$ cat src/sv/stb_pkg.sv
// shared types, constants and byte classifiers for the s-expression tokenizer
package stb_pkg;

    localparam int MAX_DEPTH = 16;
    localparam int DEPTH_W   = $clog2(MAX_DEPTH + 1);
    localparam int VAL_W     = 64;
    localparam int BYTE_W    = 8;
    localparam int ERR_W     = 2;
    localparam int NSLOT     = 4;
    localparam int QDEPTH    = 4;
    localparam int QPTR_W    = $clog2(QDEPTH);
    localparam int QCNT_W    = $clog2(QDEPTH + 1);

    typedef enum logic [2:0] {
        K_OPEN  = 3'd0,
        K_CLOSE = 3'd1,
        K_ABYTE = 3'd2,
        K_AEND  = 3'd3,
        K_INT   = 3'd4,
        K_SBYTE = 3'd5,
        K_SEND  = 3'd6,
        K_ERR   = 3'd7
    } t_kind;

    localparam logic [ERR_W-1:0] E_NONE   = 2'd0;
    localparam logic [ERR_W-1:0] E_ESCAPE = 2'd1;
    localparam logic [ERR_W-1:0] E_BYTE   = 2'd2;
    localparam logic [ERR_W-1:0] E_DEEP   = 2'd3;

    localparam logic [BYTE_W-1:0] C_TAB    = 8'd9;
    localparam logic [BYTE_W-1:0] C_LF     = 8'd10;
    localparam logic [BYTE_W-1:0] C_CR     = 8'd13;
    localparam logic [BYTE_W-1:0] C_SPACE  = 8'd32;
    localparam logic [BYTE_W-1:0] C_ZERO   = 8'h30;
    localparam logic [BYTE_W-1:0] C_NINE   = 8'h39;
    localparam logic [BYTE_W-1:0] C_SEMI   = 8'h3B;
    localparam logic [BYTE_W-1:0] C_QUOTE  = 8'h22;
    localparam logic [BYTE_W-1:0] C_BSLASH = 8'h5C;
    localparam logic [BYTE_W-1:0] C_LPAR   = 8'h28;
    localparam logic [BYTE_W-1:0] C_RPAR   = 8'h29;
    localparam logic [BYTE_W-1:0] C_LBRK   = 8'h5B;
    localparam logic [BYTE_W-1:0] C_RBRK   = 8'h5D;
    localparam logic [BYTE_W-1:0] C_LBRC   = 8'h7B;
    localparam logic [BYTE_W-1:0] C_RBRC   = 8'h7D;
    localparam logic [BYTE_W-1:0] C_LOW_N  = 8'h6E;
    localparam logic [BYTE_W-1:0] C_LOW_R  = 8'h72;
    localparam logic [BYTE_W-1:0] C_LOW_T  = 8'h74;

    // one result token, the byte is zero for kinds that carry none
    typedef struct packed {
        logic              vld;
        t_kind             kind;
        logic [ERR_W-1:0]  err;
        logic [BYTE_W-1:0] byt;
    } t_tok;

    // work for the back end: explicit tokens in order, then a run of closers
    typedef struct packed {
        t_tok [NSLOT-1:0]   tok;
        logic [VAL_W-1:0]   num;
        logic [DEPTH_W-1:0] closes;
        logic               fin_close;
    } t_cmd;

    function automatic logic is_ws(input logic [BYTE_W-1:0] c);
        return (c == C_TAB) || (c == C_LF) || (c == C_CR) || (c == C_SPACE);
    endfunction

    function automatic logic is_digit(input logic [BYTE_W-1:0] c);
        return (c >= C_ZERO) && (c <= C_NINE);
    endfunction

    function automatic logic is_atom_byte(input logic [BYTE_W-1:0] c);
        logic sym;
        unique case (c)
            8'h5F, 8'h24, 8'h23, 8'h3F, 8'h2E, 8'h40, 8'h2B, 8'h2D, 8'h21, 8'h7E,
            8'h2A, 8'h2F, 8'h25, 8'h3C, 8'h3E, 8'h26, 8'h5E, 8'h7C, 8'h3D: sym = 1'b1;
            default: sym = 1'b0;
        endcase
        return is_digit(c) || (c >= 8'h41 && c <= 8'h5A) || (c >= 8'h61 && c <= 8'h7A) || sym;
    endfunction

    function automatic logic is_opener(input logic [BYTE_W-1:0] c);
        return (c == C_LPAR) || (c == C_LBRK) || (c == C_LBRC);
    endfunction

    function automatic logic is_closer(input logic [BYTE_W-1:0] c);
        return (c == C_RPAR) || (c == C_RBRK) || (c == C_RBRC);
    endfunction

    function automatic t_tok mk_tok(input t_kind k, input logic [ERR_W-1:0] e,
                                    input logic [BYTE_W-1:0] b);
        t_tok t;
        t.vld  = 1'b1;
        t.kind = k;
        t.err  = e;
        t.byt  = b;
        return t;
    endfunction

endpackage

$ cat src/sv/stb_front.sv
// front end: lexer state, byte classification and work packets for the queue
module stb_front
    import stb_pkg::*;
(
    input  logic              i_clk,
    input  logic              i_rst_n,
    input  logic              i_valid,
    input  logic [BYTE_W-1:0] i_byte,
    input  logic              i_last,
    input  logic              i_q_full,
    output logic              o_ready,
    output logic              o_push,
    output t_cmd              o_cmd
);

    typedef enum logic [5:0] {
        M_START   = 6'b000001,
        M_BETWEEN = 6'b000010,
        M_COMMENT = 6'b000100,
        M_ATOM    = 6'b001000,
        M_STRING  = 6'b010000,
        M_ESCAPE  = 6'b100000
    } t_mode;

    t_mode              r_mode, n_mode, w_mode;
    logic [DEPTH_W-1:0] r_depth, n_depth;
    logic               r_digits, n_digits;
    logic [VAL_W-1:0]   r_acc, n_acc;
    logic               r_fin, n_fin;
    logic               w_btw;
    logic               w_acc;
    t_cmd               w_cmd;

    assign w_acc = i_valid && o_ready;
    assign o_ready = !i_q_full;

    always_comb begin
        n_mode   = r_mode;
        n_depth  = r_depth;
        n_digits = r_digits;
        n_acc    = r_acc;
        n_fin    = r_fin;
        w_cmd    = '0;
        w_cmd.num = r_acc;
        w_btw    = 1'b0;
        w_mode   = (r_mode == M_START) ? M_BETWEEN : r_mode;
        if (!r_fin) begin
            if (r_mode == M_START) begin
                w_cmd.tok[0] = mk_tok(K_OPEN, E_NONE, '0);
            end
            n_mode = w_mode;
            unique case (w_mode)
                M_ESCAPE: begin
                    n_mode = M_STRING;
                    if (i_byte == C_BSLASH || i_byte == C_QUOTE) begin
                        w_cmd.tok[2] = mk_tok(K_SBYTE, E_NONE, i_byte);
                    end else if (i_byte == C_LOW_N) begin
                        w_cmd.tok[2] = mk_tok(K_SBYTE, E_NONE, C_LF);
                    end else if (i_byte == C_LOW_R) begin
                        w_cmd.tok[2] = mk_tok(K_SBYTE, E_NONE, C_CR);
                    end else if (i_byte == C_LOW_T) begin
                        w_cmd.tok[2] = mk_tok(K_SBYTE, E_NONE, C_TAB);
                    end else begin
                        w_cmd.tok[2] = mk_tok(K_ERR, E_ESCAPE, '0);
                        n_fin = 1'b1;
                    end
                end
                M_STRING: begin
                    if (i_byte == C_QUOTE) begin
                        n_mode = M_BETWEEN;
                        w_cmd.tok[2] = mk_tok(K_SEND, E_NONE, '0);
                    end else if (i_byte == C_BSLASH) begin
                        n_mode = M_ESCAPE;
                    end else begin
                        w_cmd.tok[2] = mk_tok(K_SBYTE, E_NONE, i_byte);
                    end
                end
                M_COMMENT: begin
                    if (i_byte == C_LF) begin
                        n_mode = M_BETWEEN;
                    end
                end
                M_ATOM: begin
                    if (is_atom_byte(i_byte)) begin
                        if (is_digit(i_byte)) begin
                            n_acc = (r_acc << 3) + (r_acc << 1)
                                  + VAL_W'(i_byte - C_ZERO);
                        end else begin
                            n_digits = 1'b0;
                        end
                        w_cmd.tok[2] = mk_tok(K_ABYTE, E_NONE, i_byte);
                    end else begin
                        w_cmd.tok[1] = mk_tok(r_digits ? K_INT : K_AEND, E_NONE, '0);
                        n_mode = M_BETWEEN;
                        w_btw  = 1'b1;
                    end
                end
                default: begin
                    w_btw = 1'b1;
                end
            endcase

            if (w_btw) begin
                if (is_ws(i_byte)) begin
                    n_mode = M_BETWEEN;
                end else if (i_byte == C_SEMI) begin
                    n_mode = M_COMMENT;
                end else if (is_opener(i_byte)) begin
                    if (r_depth >= DEPTH_W'(MAX_DEPTH)) begin
                        w_cmd.tok[2] = mk_tok(K_ERR, E_DEEP, '0);
                        n_fin = 1'b1;
                    end else begin
                        n_depth = r_depth + 1'b1;
                        w_cmd.tok[2] = mk_tok(K_OPEN, E_NONE, '0);
                    end
                end else if (is_closer(i_byte)) begin
                    if (r_depth == '0) begin
                        n_fin = 1'b1;
                    end else begin
                        n_depth = r_depth - 1'b1;
                    end
                    w_cmd.tok[2] = mk_tok(K_CLOSE, E_NONE, '0);
                end else if (i_byte == C_QUOTE) begin
                    n_mode = M_STRING;
                end else if (is_atom_byte(i_byte)) begin
                    n_mode   = M_ATOM;
                    n_digits = is_digit(i_byte);
                    n_acc    = is_digit(i_byte) ? VAL_W'(i_byte - C_ZERO) : '0;
                    w_cmd.tok[2] = mk_tok(K_ABYTE, E_NONE, i_byte);
                end else begin
                    w_cmd.tok[2] = mk_tok(K_ERR, E_BYTE, '0);
                    n_fin = 1'b1;
                end
            end

            // end of text: finish the open token, then unwind every list; a pending escape gives an error instead
            if (i_last && !n_fin) begin
                if (n_mode == M_ESCAPE) begin
                    w_cmd.tok[3] = mk_tok(K_ERR, E_ESCAPE, '0);
                end else begin
                    if (n_mode == M_ATOM) begin
                        w_cmd.tok[3] = mk_tok(n_digits ? K_INT : K_AEND, E_NONE, '0);
                        w_cmd.num    = n_acc;
                    end else if (n_mode == M_STRING) begin
                        w_cmd.tok[3] = mk_tok(K_SEND, E_NONE, '0);
                    end
                    w_cmd.closes    = n_depth;
                    w_cmd.fin_close = 1'b1;
                end
            end
        end

        if (i_last) begin
            n_mode   = M_START;
            n_depth  = '0;
            n_digits = 1'b1;
            n_acc    = '0;
            n_fin    = 1'b0;
        end
    end

    assign o_cmd  = w_cmd;
    assign o_push = w_acc && (w_cmd.tok[0].vld || w_cmd.tok[1].vld || w_cmd.tok[2].vld
                              || w_cmd.tok[3].vld || w_cmd.fin_close);

    always_ff @(posedge i_clk) begin
        if (!i_rst_n) begin
            r_mode   <= M_START;
            r_depth  <= '0;
            r_digits <= 1'b1;
            r_acc    <= '0;
            r_fin    <= 1'b0;
        end else if (w_acc) begin
            r_mode   <= n_mode;
            r_depth  <= n_depth;
            r_digits <= n_digits;
            r_acc    <= n_acc;
            r_fin    <= n_fin;
        end
    end

endmodule

$ cat src/sv/stb_queue.sv
// small fifo of work packets between front and back end
module stb_queue
    import stb_pkg::*;
(
    input  logic i_clk,
    input  logic i_rst_n,
    input  logic i_push,
    input  t_cmd i_cmd,
    input  logic i_pop,
    output logic o_full,
    output logic o_nempty,
    output t_cmd o_cmd
);

    t_cmd              r_mem [QDEPTH];
    logic [QPTR_W-1:0] r_wp, r_rp;
    logic [QCNT_W-1:0] r_cnt, n_cnt;
    logic              w_push, w_pop;

    assign o_full   = (r_cnt == QCNT_W'(QDEPTH));
    assign o_nempty = (r_cnt != '0);
    assign w_push   = i_push && !o_full;
    assign w_pop    = i_pop && o_nempty;
    assign o_cmd    = r_mem[r_rp];

    always_comb begin
        n_cnt = r_cnt;
        if (w_push && !w_pop) begin
            n_cnt = r_cnt + 1'b1;
        end else if (w_pop && !w_push) begin
            n_cnt = r_cnt - 1'b1;
        end
    end

    always_ff @(posedge i_clk) begin
        if (w_push) begin
            r_mem[r_wp] <= i_cmd;
        end
    end

    always_ff @(posedge i_clk) begin
        if (!i_rst_n) begin
            r_wp  <= '0;
            r_rp  <= '0;
            r_cnt <= '0;
        end else begin
            r_cnt <= n_cnt;
            if (w_push) begin
                r_wp <= r_wp + 1'b1;
            end
            if (w_pop) begin
                r_rp <= r_rp + 1'b1;
            end
        end
    end

endmodule

$ cat src/sv/stb_back.sv
// back end: expands work packets into single tokens on the output register
module stb_back
    import stb_pkg::*;
(
    input  logic               i_clk,
    input  logic               i_rst_n,
    input  logic               i_q_nempty,
    input  t_cmd               i_cmd,
    output logic               o_pop,
    input  logic               i_ready,
    output logic               o_valid,
    output logic [2:0]         o_kind,
    output logic [VAL_W-1:0]   o_value,
    output logic [ERR_W-1:0]   o_err,
    output logic               o_last
);

    logic               r_busy;
    t_cmd               r_cmd;
    t_cmd               w_rem;
    t_tok               w_tok;
    logic [VAL_W-1:0]   w_val;
    logic               w_emit;
    logic               w_is_last;
    logic               w_load;
    logic               r_ovld;
    t_kind              r_kind;
    logic [VAL_W-1:0]   r_val;
    logic [ERR_W-1:0]   r_err;
    logic               r_last;

    // pick the oldest pending token, then the closers
    always_comb begin
        w_rem = r_cmd;
        w_tok = mk_tok(K_CLOSE, E_NONE, '0);
        priority if (r_cmd.tok[0].vld) begin
            w_tok = r_cmd.tok[0];
            w_rem.tok[0].vld = 1'b0;
        end else if (r_cmd.tok[1].vld) begin
            w_tok = r_cmd.tok[1];
            w_rem.tok[1].vld = 1'b0;
        end else if (r_cmd.tok[2].vld) begin
            w_tok = r_cmd.tok[2];
            w_rem.tok[2].vld = 1'b0;
        end else if (r_cmd.tok[3].vld) begin
            w_tok = r_cmd.tok[3];
            w_rem.tok[3].vld = 1'b0;
        end else if (r_cmd.closes != '0) begin
            w_rem.closes = r_cmd.closes - 1'b1;
        end else begin
            w_rem.fin_close = 1'b0;
        end
    end

    assign w_is_last = !(w_rem.tok[0].vld || w_rem.tok[1].vld || w_rem.tok[2].vld
                         || w_rem.tok[3].vld) && (w_rem.closes == '0) && !w_rem.fin_close;
    assign w_val  = (w_tok.kind == K_INT) ? r_cmd.num : VAL_W'(w_tok.byt);
    assign w_emit = r_busy && (!r_ovld || i_ready);
    assign w_load = !r_busy || (w_emit && w_is_last);
    assign o_pop  = w_load && i_q_nempty;

    always_ff @(posedge i_clk) begin
        if (w_load) begin
            r_cmd <= i_cmd;
        end else if (w_emit) begin
            r_cmd <= w_rem;
        end
        if (w_emit) begin
            r_kind <= w_tok.kind;
            r_val  <= w_val;
            r_err  <= w_tok.err;
            r_last <= w_is_last;
        end
    end

    always_ff @(posedge i_clk) begin
        if (!i_rst_n) begin
            r_busy <= 1'b0;
            r_ovld <= 1'b0;
        end else begin
            if (w_load) begin
                r_busy <= i_q_nempty;
            end
            if (w_emit) begin
                r_ovld <= 1'b1;
            end else if (i_ready) begin
                r_ovld <= 1'b0;
            end
        end
    end

    assign o_valid = r_ovld;
    assign o_kind  = r_kind;
    assign o_value = r_val;
    assign o_err   = r_err;
    assign o_last  = r_last;

endmodule

$ cat src/sv/sexpr_byte_tokenizer_core.sv
// top level of the streaming s-expression tokenizer
// an item's tokens pass the queue, the packet register and then the output register
// throughput: one byte accepted per cycle while the 4-packet queue has room
// the token expander sends one token per cycle while the output is taken; an item can carry
// up to 19 tokens (end of text with 16 open lists), and sending them is what backs up the input
// reset: synchronous active-low i_rst_n clears lexer state, queue and output valid
module sexpr_byte_tokenizer_core
    import stb_pkg::*;
(
    input  logic               i_clk,
    input  logic               i_rst_n,
    // input byte channel
    input  logic               i_in_valid,
    output logic               o_in_ready,
    input  logic [BYTE_W-1:0]  i_text_byte,
    input  logic               i_end_of_text,
    // token channel
    output logic               o_out_valid,
    input  logic               i_out_ready,
    output logic [2:0]         o_token_kind,
    output logic [VAL_W-1:0]   o_token_value,
    output logic [ERR_W-1:0]   o_error_code,
    output logic               o_last_of_run
);

    // front to queue
    logic w_push;
    t_cmd w_push_cmd;
    logic w_q_full;
    // queue to back
    logic w_q_nempty;
    logic w_pop;
    t_cmd w_head_cmd;

    // front: tracks lexer mode, nesting depth and the integer accumulator,
    // turns each byte into a packet of up to four tokens plus a closer run
    stb_front u_front (
        .i_clk    (i_clk),
        .i_rst_n  (i_rst_n),
        .i_valid  (i_in_valid),
        .i_byte   (i_text_byte),
        .i_last   (i_end_of_text),
        .i_q_full (w_q_full),
        .o_ready  (o_in_ready),
        .o_push   (w_push),
        .o_cmd    (w_push_cmd)
    );

    // bytes that make no token (whitespace, comments) never enter the queue
    stb_queue u_queue (
        .i_clk    (i_clk),
        .i_rst_n  (i_rst_n),
        .i_push   (w_push),
        .i_cmd    (w_push_cmd),
        .i_pop    (w_pop),
        .o_full   (w_q_full),
        .o_nempty (w_q_nempty),
        .o_cmd    (w_head_cmd)
    );

    // back: one token per cycle into the output register while the output is taken, marks the last one
    stb_back u_back (
        .i_clk      (i_clk),
        .i_rst_n    (i_rst_n),
        .i_q_nempty (w_q_nempty),
        .i_cmd      (w_head_cmd),
        .o_pop      (w_pop),
        .i_ready    (i_out_ready),
        .o_valid    (o_out_valid),
        .o_kind     (o_token_kind),
        .o_value    (o_token_value),
        .o_err      (o_error_code),
        .o_last     (o_last_of_run)
    );

    // error code travels only with error tokens
    a_err_code_kind: assert property (@(posedge i_clk) disable iff (!i_rst_n)
        o_out_valid |-> ((o_token_kind == K_ERR) == (o_error_code != E_NONE)))
        else $error("error code does not match token kind");

    // only integers use the upper value bits
    a_value_narrow: assert property (@(posedge i_clk) disable iff (!i_rst_n)
        (o_out_valid && o_token_kind != K_INT) |-> (o_token_value[VAL_W-1:BYTE_W] == '0))
        else $error("wide value on a non-integer token");

    // a packet is popped only when the queue holds one
    a_pop_nonempty: assert property (@(posedge i_clk) disable iff (!i_rst_n)
        w_pop |-> w_q_nempty)
        else $error("pop from empty queue");

endmodule

$ cat config.mk
export PLATFORM = sky130hd
export DESIGN_NAME = sexpr_byte_tokenizer_core
export DESIGN_NICKNAME = d
export VERILOG_FILES = /design/src/sv/stb_pkg.sv /design/src/sv/stb_front.sv /design/src/sv/stb_queue.sv /design/src/sv/stb_back.sv /design/src/sv/sexpr_byte_tokenizer_core.sv
export SDC_FILE = /design/constraint.sdc
export NUM_CORES = 1
export LEC_CHECK = 0
export BUFFER_PORTS_ARGS = -buffer_cell sky130_fd_sc_hd__buf_2
export CAP_MARGIN = 5
export CORE_MARGIN = 3
export CORE_UTILIZATION = 45
export DETAILED_ROUTE_END_ITERATION = 6
export SYNTH_ARGS = -nofsm -noshare
export SYNTH_HDL_FRONTEND = slang
export SYNTH_SLANG_ARGS = --single-unit
$ cat constraint.sdc
create_clock -name i_clk -period 19.6 [get_ports i_clk]
set_clock_uncertainty 0.15 [all_clocks]
set_input_delay 3.92 -clock i_clk [delete_from_list [all_inputs] [get_ports i_clk]]
set_output_delay 3.92 -clock i_clk [all_outputs]
set_load 0.01 [all_outputs]
=== Word level (Yosys, flattened, before mapping) ===
Memory sizes are Yosys's and may differ from the RTL's. A register that Yosys moved wholly into a read port is not among the register bits.
Cells that the tools add are included.

* Add/sub/neg operators: 10
* $lt $le $gt $ge: 7
* Equality and inequality tests: 46
* Multiplexer cells: 137
* Reductions and logical operators: 53

{| class="wikitable"
|+ Operators by type and width
! kind !! number
|-
| 64-bit 2-to-1 mux || 14
|-
| 126-bit 2-to-1 mux || 3
|-
| 14-bit 2-to-1 mux || 18
|-
| 8-bit by 6-bit == test with 1-bit output (second input constant) || 19
|-
| 70-bit 2-to-1 mux || 2
|-
| 64-bit adder || 2
|-
| 6-bit 2-to-1 mux || 19
|-
| 8-bit by 7-bit == test with 1-bit output (second input constant) || 13
|-
| 13-bit 2-to-1 mux || 6
|-
| 1-bit 2-to-1 mux || 53
|-
| 5-bit 2-to-1 mux || 10
|-
| 14-bit case mux with 3 select lines || 1
|-
| 8-bit by 4-bit == test with 1-bit output (second input constant) || 3
|-
| 12-bit 2-to-1 mux || 2
|-
| 6-bit case mux with 4 select lines || 1
|-
| 1-bit logical OR || 20
|-
| 19-bit OR reduction || 1
|-
| 8-bit by 7-bit greater-or-equal comparator with 1-bit output (second input constant) || 2
|-
| 8-bit by 7-bit less-or-equal comparator with 1-bit output (second input constant) || 2
|-
| 1-bit logical AND || 15
|-
| 6-bit by 4-bit == test with 1-bit output (second input constant) || 2
|-
| 6-bit by 5-bit == test with 1-bit output (second input constant) || 2
|-
| 6-bit == test (second input constant) || 2
|-
| 3-bit 2-to-1 mux || 4
|-
| other kinds (23) || 37
|}

* Register bits after elaboration: 282
* Memory bits (writable): 504
* Input bits: 13
* Memories kept: 1

{| class="wikitable"
|+ Memories
! memory !! depth !! bits a word !! read ports !! clocked after Yosys merged registers in !! wr ports !! RTL line !! RTL
|-
| u_queue.r_mem || 4 || 126 || 1 || 1 || 1 || stb_queue.sv:15 || <nowiki>t_cmd r_mem [QDEPTH];</nowiki>
|}

=== Logic depth before layout (Yosys ltp) ===
* Depth after elaboration: 36
* Mapped depth: 17

=== Cells and area by module ===
Synthesis repeated with hierarchy kept, for this count alone.

* Cell total of the unflattened synthesis: 2826
* Area total of the unflattened synthesis: 38445.6 µm²

{| class="wikitable"
|+ By module, submodules not included
! module !! instances !! cells an instance !! area an instance (µm²)
|-
| stb_queue || 1 || 706 || 18620.4
|-
| stb_front || 1 || 1585 || 11751.3
|-
| stb_back || 1 || 535 || 8074.0
|}

=== Worst setup path before layout ===
No wires, ideal clock.

* Path type: input to register
* Start: input port i_text_byte[7]
* End: memory u_queue.r_mem[0][63] (netlist name), data pin
* Data arrival time: 11.159 ns
* Path slack: 8.111 ns
* Stages: 16
* Cell sequence: clkbuf_1 > or2_2 > buf_2 > nor2_1 > fa_1 > ha_1 > o21ai_0 > o21ai_0 > o21ai_0 > a2111o_1 > a2111oi_2 > nor3_1 > a2111oi_4 > nor4_1 > a311o_1 > a21oi_1

{| class="wikitable"
|+ RTL lines
! what !! RTL line !! RTL
|-
| start, declared || sexpr_byte_tokenizer_core.sv:15 || <nowiki>input logic [BYTE_W-1:0] i_text_byte,</nowiki>
|-
| end, declared || stb_queue.sv:15 ||
|}

==> metrics <==
via count=20500; Critical Path Max Stage Delay=0.73 ns; required time at the endpoint of the critical path=19.83 ns; RSZ-0062 raised after global routing=no; compound-cell area share of the yosys netlist=11.8%; TritonCTS Buffers=61; Crit-path slowest cell=sky130_fd_sc_hd__buf_4; LEAKAGE=12.6 nW; depth of the CTS H-tree=2; Sink Count=623; Final period util=46.4%; final hold violation count=0; layout filler cell count=5935; relative slew slack=25.7%; height of the die=271 µm; busiest metal layer after global routing=met1; type of the worst setup path=primary input to flop; first-pass GRT wire length=121000 µm; Detailed Place HPWL=53000 µm; FMAX=0.110 GHz; number of diodes=0; count of distinct cell types in the synthesized netlist=100; critical-path maximum fanout=56; buffer depth of the longest clock path=3; GR met1 Demand/Resource=34.0%; cell area after synthesis=31500 µm²; number of placement rows=96; kind of launch point of the worst setup path=primary input; total setup buffers inserted after CTS=0; Seq cells post-synth=623; share of post-route cells with drive strength above 1=14.0%; Net count, final=2693; die area=73200 µm²; prevailing post-synth register cell=sky130_fd_sc_hd__edfxtp_1; met3 track demand over resource=3.37%; data arrival time of the critical path=9.33 ns; Starting Density=45.7%; Critical Path, Cell by Cell=buf_2 > ha_1 > nor2_4 > buf_4 > fa_1 > ha_1 > a21oi_1 > o21ai_0 > nor3_1 > nand3_1 > a311oi_1 > nor2_1 > a311oi_1 > mux2i_1 > a21oi_1 > o21ai_0; ys async rst share=0%; kind of end point of the critical path=flop; reported max-cap violation count=0; power consumption=4.00 mW; Synth Net Count=2658; maximum number of pins on one net before global-route repair=104; reg-to-reg slack, setup=14.49 ns; measured slew at the worst slew-check pin=1.10 ns; register area share after synthesis=56.6%; initial DRC count=2099; combinational family with the most area after synthesis=simple AND/OR/NAND/NOR gates; Routability Congestion=0.910; fraction of the mapped netlist area in simple logic gates=13.2%; Crit path buffers/inverters=2; pwr/cell area=115 nW/µm²; FF+latch area=17800 µm²; syn avg cell area=12.6 µm²; number of buffer cells added on primary ports=84; quantity of hold-fixing buffers added after cts=0; gate count of the mapped netlist=2507; count of placed standard cells including taps=3410; Boundary Pins=85; die width=271 µm; average detailed-routed wire length per instance=22.1 µm; area of the multi-input gates=12900 µm²; Skew-Pair Late Insertion Delay=0.63 ns; DRC errors left=0; outcome=completed; antenna violations before repair=2; warnings from Yosys=0; Synth Area in XOR/XNOR=1.67%; Total Routed Length=77800 µm; area of the core=68900 µm²; cell type group with the largest total delay on the critical path=compound AO/OA/AOI/OAI gates; Setup TNS Final=0 ns; area share of fa/ha/maj cells after synthesis=6.99%; P&R area growth vs syn=10.9%; buffer cell driving the clock tree root=sky130_fd_sc_hd__clkbuf_16; number of standard cells in the final layout excluding fillers=3526; worst hold slack across all endpoints=0.349 ns; vias in the first global route=19800; maximum vdd ir drop=0.0863 mV; DRT Pass-1 Iters=7; number of enable-type register cells in the synthesized netlist=535; final setup violating endpoints=0; share of synthesized area spent on multiplexers=7.18%; all-layer global routing usage=21.2%; type of the most critical hold path=flop to flop; global route overflow=0; detailed-route vias per instance=5.81; Clock transition at path regs=0.06 ns; TritonCTS clock tree=built; antenna-violating nets left=0; time the final worst path needs with I/O delays and setup=9.10 ns; GR met2 Demand/Resource=30.3%; number of resized instances in the post-cts repair step=0; Max Transition Viols Final=0
-- final timing paths --
kind                                       start                             end  cells past startpoint
setup / recovery                  i_text_byte[4]  u_queue.r_mem[0][65]$_DFFE_PP_                     16
hold reg to reg   u_front.r_acc[63]$_SDFFE_PN0P_  u_front.r_acc[63]$_SDFFE_PN0P_                      2
hold / removal    u_front.r_acc[63]$_SDFFE_PN0P_  u_front.r_acc[63]$_SDFFE_PN0P_                      2
setup reg to reg  u_front.r_mode[0]$_SDFFE_PN1P_  u_queue.r_mem[2][31]$_DFFE_PP_                      9
-- placed cells by master, fill, tap and decap left out, types with 21 or more instances in the layout --
master / count
sky130_fd_sc_hd__edfxtp_1: 535
sky130_fd_sc_hd__nand2_1: 285
sky130_fd_sc_hd__and2_1: 176
sky130_fd_sc_hd__o21ai_0: 158
sky130_fd_sc_hd__a21oi_1: 142
sky130_fd_sc_hd__nor2_1: 104
sky130_fd_sc_hd__mux4_2: 93
sky130_fd_sc_hd__dfxtp_1: 86
sky130_fd_sc_hd__buf_2: 84
sky130_fd_sc_hd__ha_1: 76
sky130_fd_sc_hd__fa_1: 62
sky130_fd_sc_hd__clkbuf_16: 61
sky130_fd_sc_hd__inv_1: 54
sky130_fd_sc_hd__nor2b_1: 42
sky130_fd_sc_hd__a21o_1: 36
sky130_fd_sc_hd__xnor2_1: 34
sky130_fd_sc_hd__nand3_1: 32
sky130_fd_sc_hd__a31oi_1: 31
sky130_fd_sc_hd__nor3_1: 28
sky130_fd_sc_hd__xor2_1: 26
sky130_fd_sc_hd__buf_4: 26
sky130_fd_sc_hd__a22oi_1: 24
sky130_fd_sc_hd__nand4_1: 23
sky130_fd_sc_hd__nand2b_1: 21
-- state kept, by name, summed over array words and instances, names as in the netlist, 3 cells and up, named ones only --
| register | count |
|---|---|
| u_queue.r_mem | 372 |
| u_back.o_kind | 3 |
| u_back.o_value | 64 |
| u_back.r_cmd | 93 |
| u_queue.r_cnt | 3 |
| u_front.r_depth | 5 |
| u_front.r_acc | 64 |
| u_front.r_mode | 6 |
-- Yosys cell counts (43+ instances only) --
master,instances,area (µm²)
sky130_fd_sc_hd__ha_1,76,951
sky130_fd_sc_hd__inv_1,54,203
sky130_fd_sc_hd__clkbuf_1,107,402
sky130_fd_sc_hd__nand2_1,286,1070
sky130_fd_sc_hd__and2_1,180,1130
sky130_fd_sc_hd__nor2b_1,43,269
sky130_fd_sc_hd__mux4_2,93,2090
sky130_fd_sc_hd__fa_1,62,1240
sky130_fd_sc_hd__edfxtp_1,535,16100
sky130_fd_sc_hd__nor2_1,107,402
sky130_fd_sc_hd__o21ai_0,159,796
sky130_fd_sc_hd__dfxtp_1,88,1760
sky130_fd_sc_hd__a21oi_1,142,711
-- kinds of logic (layout without fill, tap and decap cells) --
family                   after synthesis  after routing
buffers and inverters                193            281
adder cells (fa/ha/maj)              139            139
AO/OA/AOI/OAI                        573            573
flip-flops                           623            623
multiplexers                         109            109
AND/OR/NAND/NOR                      810            810
XOR/XNOR                              60             60
-- per-stage QoR --
stage,util (%),setup slack [ns],cell area [µm²]
6_report,50.6,10.50,34900
5_1_grt,50.6,10.08,34900
4_1_cts,50.6,10.59,34900
3_5_place_dp,47.5,9.96,32800
3_3_place_gp,47.5,9.99,32800
2_1_floorplan,-,8.11,31500
-- layer usage --
| metal | routed length, µm | up-vias |
|---|---|---|
| met1 | 38300 | 10300 |
| met2 | 32900 | 640 |
| li1 | - | 9463 |
| met4 | 1380 | 0 |
| met5 | 0 | - |
| met3 | 5180 | 97 |
-- tightest hold or removal path, stage by stage, from the launching register on --
cell and delay, ns:
sky130_fd_sc_hd__dfxtp_1 0.33, sky130_fd_sc_hd__a21oi_1 0.07, sky130_fd_sc_hd__o31ai_1 0.06
-- layout make-up --
class / instances / share of cell area (%)
Clock buffer: 70 / 4.58
Tap cell: 931 / 3.34
Inverter: 55 / 0.606
Multi-Input combinational cell: 1691 / 37.0
Timing Repair Buffer: 110 / 1.76
Clock inverter: 46 / 1.63
Sequential cell: 623 / 51.1
-- power breakdown --
group | leakage (nW) | switching [mW] | internal (mW)
combinational | 5.64 | 0.532 | 0.349
clock | 1.06 | 0.516 | 0.726
sequential | 5.93 | 0.101 | 1.77
total | 12.6 | 1.15 | 2.85
Note: power is estimated with default switching activity, not from simulation.
